### src/rtl/core/lsc_pkg.sv
// lsc_pkg: shared widths, constants and types of the lattice spin chirality block
// no dependencies; imported by lsc_scale and lattice_spin_chirality
`default_nettype none

package lsc_pkg;

  // default sizing of the lattice stores
  localparam int LSC_MAX_SITES = 1024;
  localparam int LSC_SPIN_BITS = 16;

  // fixed field widths
  localparam int SITE_W   = 10;
  localparam int NBR_W    = 11;
  localparam int SPIN_W   = 16;
  localparam int CMP_W    = 17;
  localparam int CHARGE_W = 32;
  localparam int TOTAL_W  = 48;

  // datapath widths: cross product component, dot product term, pair sum
  localparam int PROD_W  = 32;
  localparam int CROSS_W = 33;
  localparam int DOT_W   = 49;
  localparam int ACC_W   = 52;

  // scaling by round(2^32 / (8 pi)), magnitude split at bit 25
  localparam int RECIP_W     = 28;
  localparam int SPLIT       = 25;
  localparam int LO_W        = 54;
  localparam int HI_W        = 55;
  localparam int ROUND_POS   = 46;
  localparam int FINAL_SHIFT = 22;
  localparam logic [RECIP_W-1:0] RECIP_8PI = 28'd170891319;

  localparam logic [TOTAL_W-1:0] TOTAL_MAX = {1'b0, {(TOTAL_W-1){1'b1}}};
  localparam logic [TOTAL_W-1:0] TOTAL_MIN = {1'b1, {(TOTAL_W-1){1'b0}}};

  // input function codes
  localparam logic FUNC_LOAD    = 1'b0;
  localparam logic FUNC_COMPUTE = 1'b1;

  typedef logic signed [SPIN_W-1:0] comp_t;

  typedef struct packed {
    comp_t x;
    comp_t y;
    comp_t z;
  } vec_t;

  typedef struct packed {
    logic mul_en;
    logic rnd_en;
  } scale_ctl_t;

endpackage

`default_nettype wire

### src/rtl/core/lsc_scale.sv
// lsc_scale: two-stage scaling of the summed triple products by 1/(8 pi)
// depends on lsc_pkg; rounds half away from zero to a signed Q2.30 charge
`default_nettype none

module lsc_scale import lsc_pkg::*; (
  input  wire logic                       clk,
  input  wire scale_ctl_t                 ctl,
  input  wire logic signed [ACC_W-1:0]    acc,
  output logic signed [CHARGE_W-1:0]      charge
);

  logic                     neg_nxt;
  logic                     neg_r;
  logic [ACC_W-1:0]         mag;
  logic [SPLIT-1:0]         mag_lo;
  logic [ACC_W-SPLIT-1:0]   mag_hi;
  logic [LO_W-1:0]          lo_nxt;
  logic [LO_W-1:0]          lo_r;
  logic [HI_W-1:0]          hi_nxt;
  logic [HI_W-1:0]          hi_r;
  logic [HI_W:0]            qsum;
  logic [CHARGE_W-1:0]      q;
  logic signed [CHARGE_W-1:0] charge_nxt;
  logic signed [CHARGE_W-1:0] charge_r;

  always_comb begin
    neg_nxt = acc[ACC_W-1];
    mag     = neg_nxt ? (ACC_W'(0) - $unsigned(acc)) : $unsigned(acc);
    mag_lo  = mag[SPLIT-1:0];
    mag_hi  = mag[ACC_W-1:SPLIT];
    // low partial product carries the rounding half
    lo_nxt  = LO_W'(mag_lo) * LO_W'(RECIP_8PI) + (LO_W'(1) << ROUND_POS);
    hi_nxt  = HI_W'(mag_hi) * HI_W'(RECIP_8PI);
  end

  always_comb begin
    qsum       = (HI_W+1)'(hi_r) + (HI_W+1)'(lo_r >> SPLIT);
    q          = qsum[FINAL_SHIFT +: CHARGE_W];
    charge_nxt = neg_r ? $signed(CHARGE_W'(0) - q) : $signed(q);
  end

  always_ff @(posedge clk) begin
    if (ctl.mul_en) begin
      neg_r <= neg_nxt;
      lo_r  <= lo_nxt;
      hi_r  <= hi_nxt;
    end
    if (ctl.rnd_en) begin
      charge_r <= charge_nxt;
    end
  end

  assign charge = charge_r;

endmodule

`default_nettype wire

### config.mk
export PLATFORM = sky130hd
export DESIGN_NAME = lsc_scale
export DESIGN_NICKNAME = d
export VERILOG_FILES = /design/src/rtl/core/lsc_pkg.sv /design/src/rtl/core/lsc_scale.sv
export SDC_FILE = /design/constraint.sdc
export NUM_CORES = 2
export LEC_CHECK = 0
export BUFFER_PORTS_ARGS = -buffer_cell sky130_fd_sc_hd__buf_4
export CORE_MARGIN = 5
export CORE_UTILIZATION = 55
export CTS_CLUSTER_SIZE = 30
export DETAILED_ROUTE_END_ITERATION = 10
export PLACE_DENSITY = 0.75
export SLEW_MARGIN = 20
export SYNTH_ARGS = -nofsm -noshare
export SYNTH_HDL_FRONTEND = slang
export SYNTH_SLANG_ARGS = --single-unit
### constraint.sdc
create_clock -name clk -period 31.4 [get_ports clk]
set_input_delay 6.28 -clock clk [delete_from_list [all_inputs] [get_ports clk]]
set_output_delay 6.28 -clock clk [all_outputs]
set_load 0.05 [all_outputs]
# After elaboration in Yosys (flattened, before gate mapping)
# Cells that the tools add are included.
# Widths: inputs -> output; s select.
[word_totals] ramBits=0 register_bits=141 rom_bits=0 out_inout_bits=32 latch_bits=0 mem_count=0
[op_classes] muxes=2 reduce_logical=0 n_addsub=4 magnitude_cmp=0 n_div=0 n_bitwise=0 eq_ne=0 n_mul=2 n_shift=0
[ops] cell="$add 53x47->54 const B" count=1
[ops] cell="$add 54x29->54" count=1
[ops] cell="$mul 27x28->54 const B" count=1
[ops] cell="$mul 25x28->53 const B" count=1
[ops] cell="$mux 52" count=1
[ops] cell="$sub 1x52->52 const A" count=1
[ops] cell="$mux 32" count=1
[ops] cell="$sub 1x32->32 const A" count=1

# Logic depth before layout (Yosys ltp)
[logic_depth] word_depth=4 mapped_depth=37

# Least setup slack after synthesis
# OpenSTA, ideal clock, no wires.
[synth_path] kind="in2reg" start="input acc[12]" end="register hi_r[48], data pin" setup_slack_ns=15.312 cell_stages=32 path_buffers=0 setup_ns=0.265 t_arrival_ns=15.823 path_cell_list="or4_4 > or4_4 > or4_4 > or3_4 > or3_4 > or3_4 > o41ai_1 > xnor2_1 > inv_1 > fa_1 > fa_1 > inv_1 > fa_1 > inv_1 > fa_1 > inv_1 > fa_1 > inv_1 > fa_1 > fa_1 > inv_1 > ha_1 > a21o_1 > a21o_1 > a21o_1 > a211o_1 > o21ai_0 > nand3b_1 > a31oi_1 > a31oi_1 > o21ai_0 > xor2_1"
[synth_via] elab_chain_cells=3
[synth_rtl] element="start: declaration" line="lsc_scale.sv:8" rtl="input wire logic signed [ACC_W-1:0] acc,"
[synth_rtl] element="$sub 1x52->52" line="lsc_scale.sv:28" rtl="mag = neg_nxt ? (ACC_W'(0) - $unsigned(acc)) : $unsigned(acc);"
[synth_rtl] element="$mux 52" line="lsc_scale.sv:28"
[synth_rtl] element="$mul 27x28->54" line="lsc_scale.sv:33" rtl="hi_nxt = HI_W'(mag_hi) * HI_W'(RECIP_8PI);"
[synth_rtl] element="via hi_nxt[48]" line="lsc_scale.sv:19" rtl="logic [HI_W-1:0] hi_nxt;"
[synth_rtl] element="end signal: assignment" line="lsc_scale.sv:46" rtl="hi_r <= hi_nxt;"
[synth_rtl] element="end: declaration" line="lsc_scale.sv:20" rtl="logic [HI_W-1:0] hi_r;"
# The timed path passes the listed nets, and every way through them passes these cells.
# A chain may end at the register's enable or synchronous reset.

# Final worst setup path
# Same ends and word-level chain as after synthesis.

==> qor.yml <==
flow_run:
  maxCapViolCount: 0
grt:
  grt_pass1_wl_microns: 122000
  grt_pass1_vias: 23153
  overflow: 0
  grt_max_degree: 85
  antenna_found_initial: 1
  grt_use_total: 0.246
yosys:
  syn_area_sq_um: 31400
  netlist_instances: 3138
  ys_warn_count: 0
  synth-compound-area-share: 0.0862
  ys.flop_type: "edfxtp_1"
  synthMuxAreaShare: 0.00163
  syn_avg_cell_area_sq_um: 10.0
  synth_enable_flop_cells: 116
  synthArstFlopShare: 0
  ys_ff_latch: 116
  synthDominantCellAreaShare: 0.334
  synth_fa_ha_area_frac: 0.578
  synth.most_common_cell: "inv_1"
  ys_seq_area_frac: 0.111
  synthDistinctLibCells: 69
  synth_nets: 4330
  yosys.area_share.simple: 0.0661
  synth_xor_area_frac: 0.0454
  synthTopCellsByCount: "inv_1 (908), ha_1 (613), fa_1 (524)"
  yosysTopAreaCell: "fa_1"
  synth_top_family_by_area: "adder cells"
  yosys-top-cells-area: "fa_1 (33%), ha_1 (24%), edfxtp_1 (11%)"
timing:
  final-setup-viol-count: 0
  timing.fmax_mhz: 59.5
  hold_viol: 0
  finalCritPeriodShare: 0.535
  skew_ns: 0.0146
  drv_slew: 0
  finalWorstSetupSlack_ns: 14.59
  setup_tns_ns: 0
  rsz0062_at_grt: "false"
  hold_ws_ns: 0.584
  min_period_ns: 16.81
  tightest_slew_ns: 1.12
  max_slew_margin: 0.247
worst_setup_path:
  crit_path_max_fanout: 5
  slowest_delay_ns: 0.55
  end_kind: "flop"
  r2r_slack_ns: 26.55
  cp_slowest_cell: "or4_4"
  r2r-end: "charge[25]"
  timing.rr.start: "lo_r[47]"
  cp.required_ns: 31.56
  worstSetupStartpointType: "input pin"
  crit_type: "in -> reg"
  arrival_ns: 16.97
  path_common_cell: "fa_1"
  timing.reg2reg.worst_path_depth: 11
floorplan:
  ios: 87
  rows: 87
  start_util: 0.556
  core-area_sq_um: 56500
  die-area_sq_um: 62000
  dieHeight_microns: 249
  die-width_microns: 249
clocking:
  cts_buffers: 17
  cts_resized: 0
  hold_buffers: 0
  cts_setup_buffers: 0
  clockBufferDepth: 2
  clkTransAtPathRegs_ns: 0.06
  root_buffer: "clkbuf_16"
  clock-sinks: 116
  cts_tree: "done"
  htreeDepth: 4
  clk_latency_ns: 0.43
drt:
  routedWlPerCell_microns: 18.7
  drc: 0
  vias_per_cell: 5.40
  drt_wl_total_microns: 74900
  ant_nets: 0
  drt_iter0_markers: 1287
  vias: 21678
  detail_route.first_pass.iterations: 5
finish:
  layout-drive-gt1-share: 0.0535
  syn_to_final_growth_pct: 7.47
  final_nets: 4432
  fillers: 4648
  multi_input_area_sq_um: 24500
  seqCellArea_sq_um: 3480
min_path:
  holdPathStages: 1
  holdCritPathClass: "reg -> reg"
  min-delay-start: "hi_r[53]"
  hold_end: "charge[31]"
placement:
  dpl_worst_slack_ns: 14.21
  dp_hpwl_microns: 66500
  gp_congestion: 0.978
  port_buffers: 86
outcome:
  status: "completed"
-- critical path, delay by kind of cell --
family | cells | cell delay, ns
compound gates | 10 | 2.47
xor+xnor | 2 | 0.65
fa+ha+maj | 8 | 3.78
buf+inv | 6 | 0.57
simple gates | 8 | 3.18
-- per-layer routing --
layer	GRT usage	vias up	part of all wire
met5	0	-	0
met4	0.0525	0	0.023
met3	0.0598	101	0.076
met2	0.383	598	0.44
met1	0.354	10692	0.46
li1	-	10287	-
-- registers in the layout (all words and copies together), names as in the netlist --
| signal | count |
|---|---|
| charge | 32 |
| neg_r | 1 |
| hi_r | 54 |
| lo_r | 29 |
-- layout make-up --
| cell class | instances | share of cell area |
|---|---|---|
| antenna | 2 | 0.000148 |
| multi-input combinational | 2087 | 0.724 |
| timing repair buffer | 110 | 0.0245 |
| inverter | 908 | 0.101 |
| sequential | 116 | 0.103 |
| tap | 756 | 0.0280 |
| clock buffer | 17 | 0.0126 |
| clock inverter | 15 | 0.00641 |
-- logic make-up after synthesis --
| group | after synthesis |
|---|---|
| AO/OA/AOI/OAI | 392 |
| XOR/XNOR | 163 |
| adder cells (fa/ha/maj) | 1137 |
| buffers and inverters | 935 |
| flip-flops | 116 |
| multiplexers | 5 |
| AND/OR/NAND/NOR | 390 |
-- placed cells by master, fill, tap and decap left out, types with 31 or more instances in the layout --
master and instances:
inv_1 908, ha_1 613, fa_1 524, edfxtp_1 116, buf_4 110, xnor2_1 108
nor2_1 79, nand2_1 79, a21oi_1 76, o21ai_0 68, a21o_1 63, xor2_1 52
nor3_1 31
-- worst max path at each step --
stage | start | endpoint | slack [ns]
6_report | acc[12] | hi_r[48] | 14.59
3_5_place_dp | acc[12] | hi_r[48] | 14.21
2_1_floorplan | acc[12] | hi_r[48] | 15.31
4_1_cts | acc[12] | hi_r[48] | 14.59
3_3_place_gp | acc[12] | hi_r[48] | 14.40
5_1_grt | acc[12] | hi_r[48] | 14.05
-- metrics by stage --
stage,instances,instance area (sq um),util
after floorplan,3138,31400,-
after global placement,3977,33100,0.586
after detailed placement,3977,33100,0.586
after CTS,4009,33700,0.597
after global routing,4010,33800,0.598
final,4011,33800,0.598
Power is left out: the tool's default activity adds up to more than one toggle a clock period on the data nets, which glitch-free logic cannot reach.
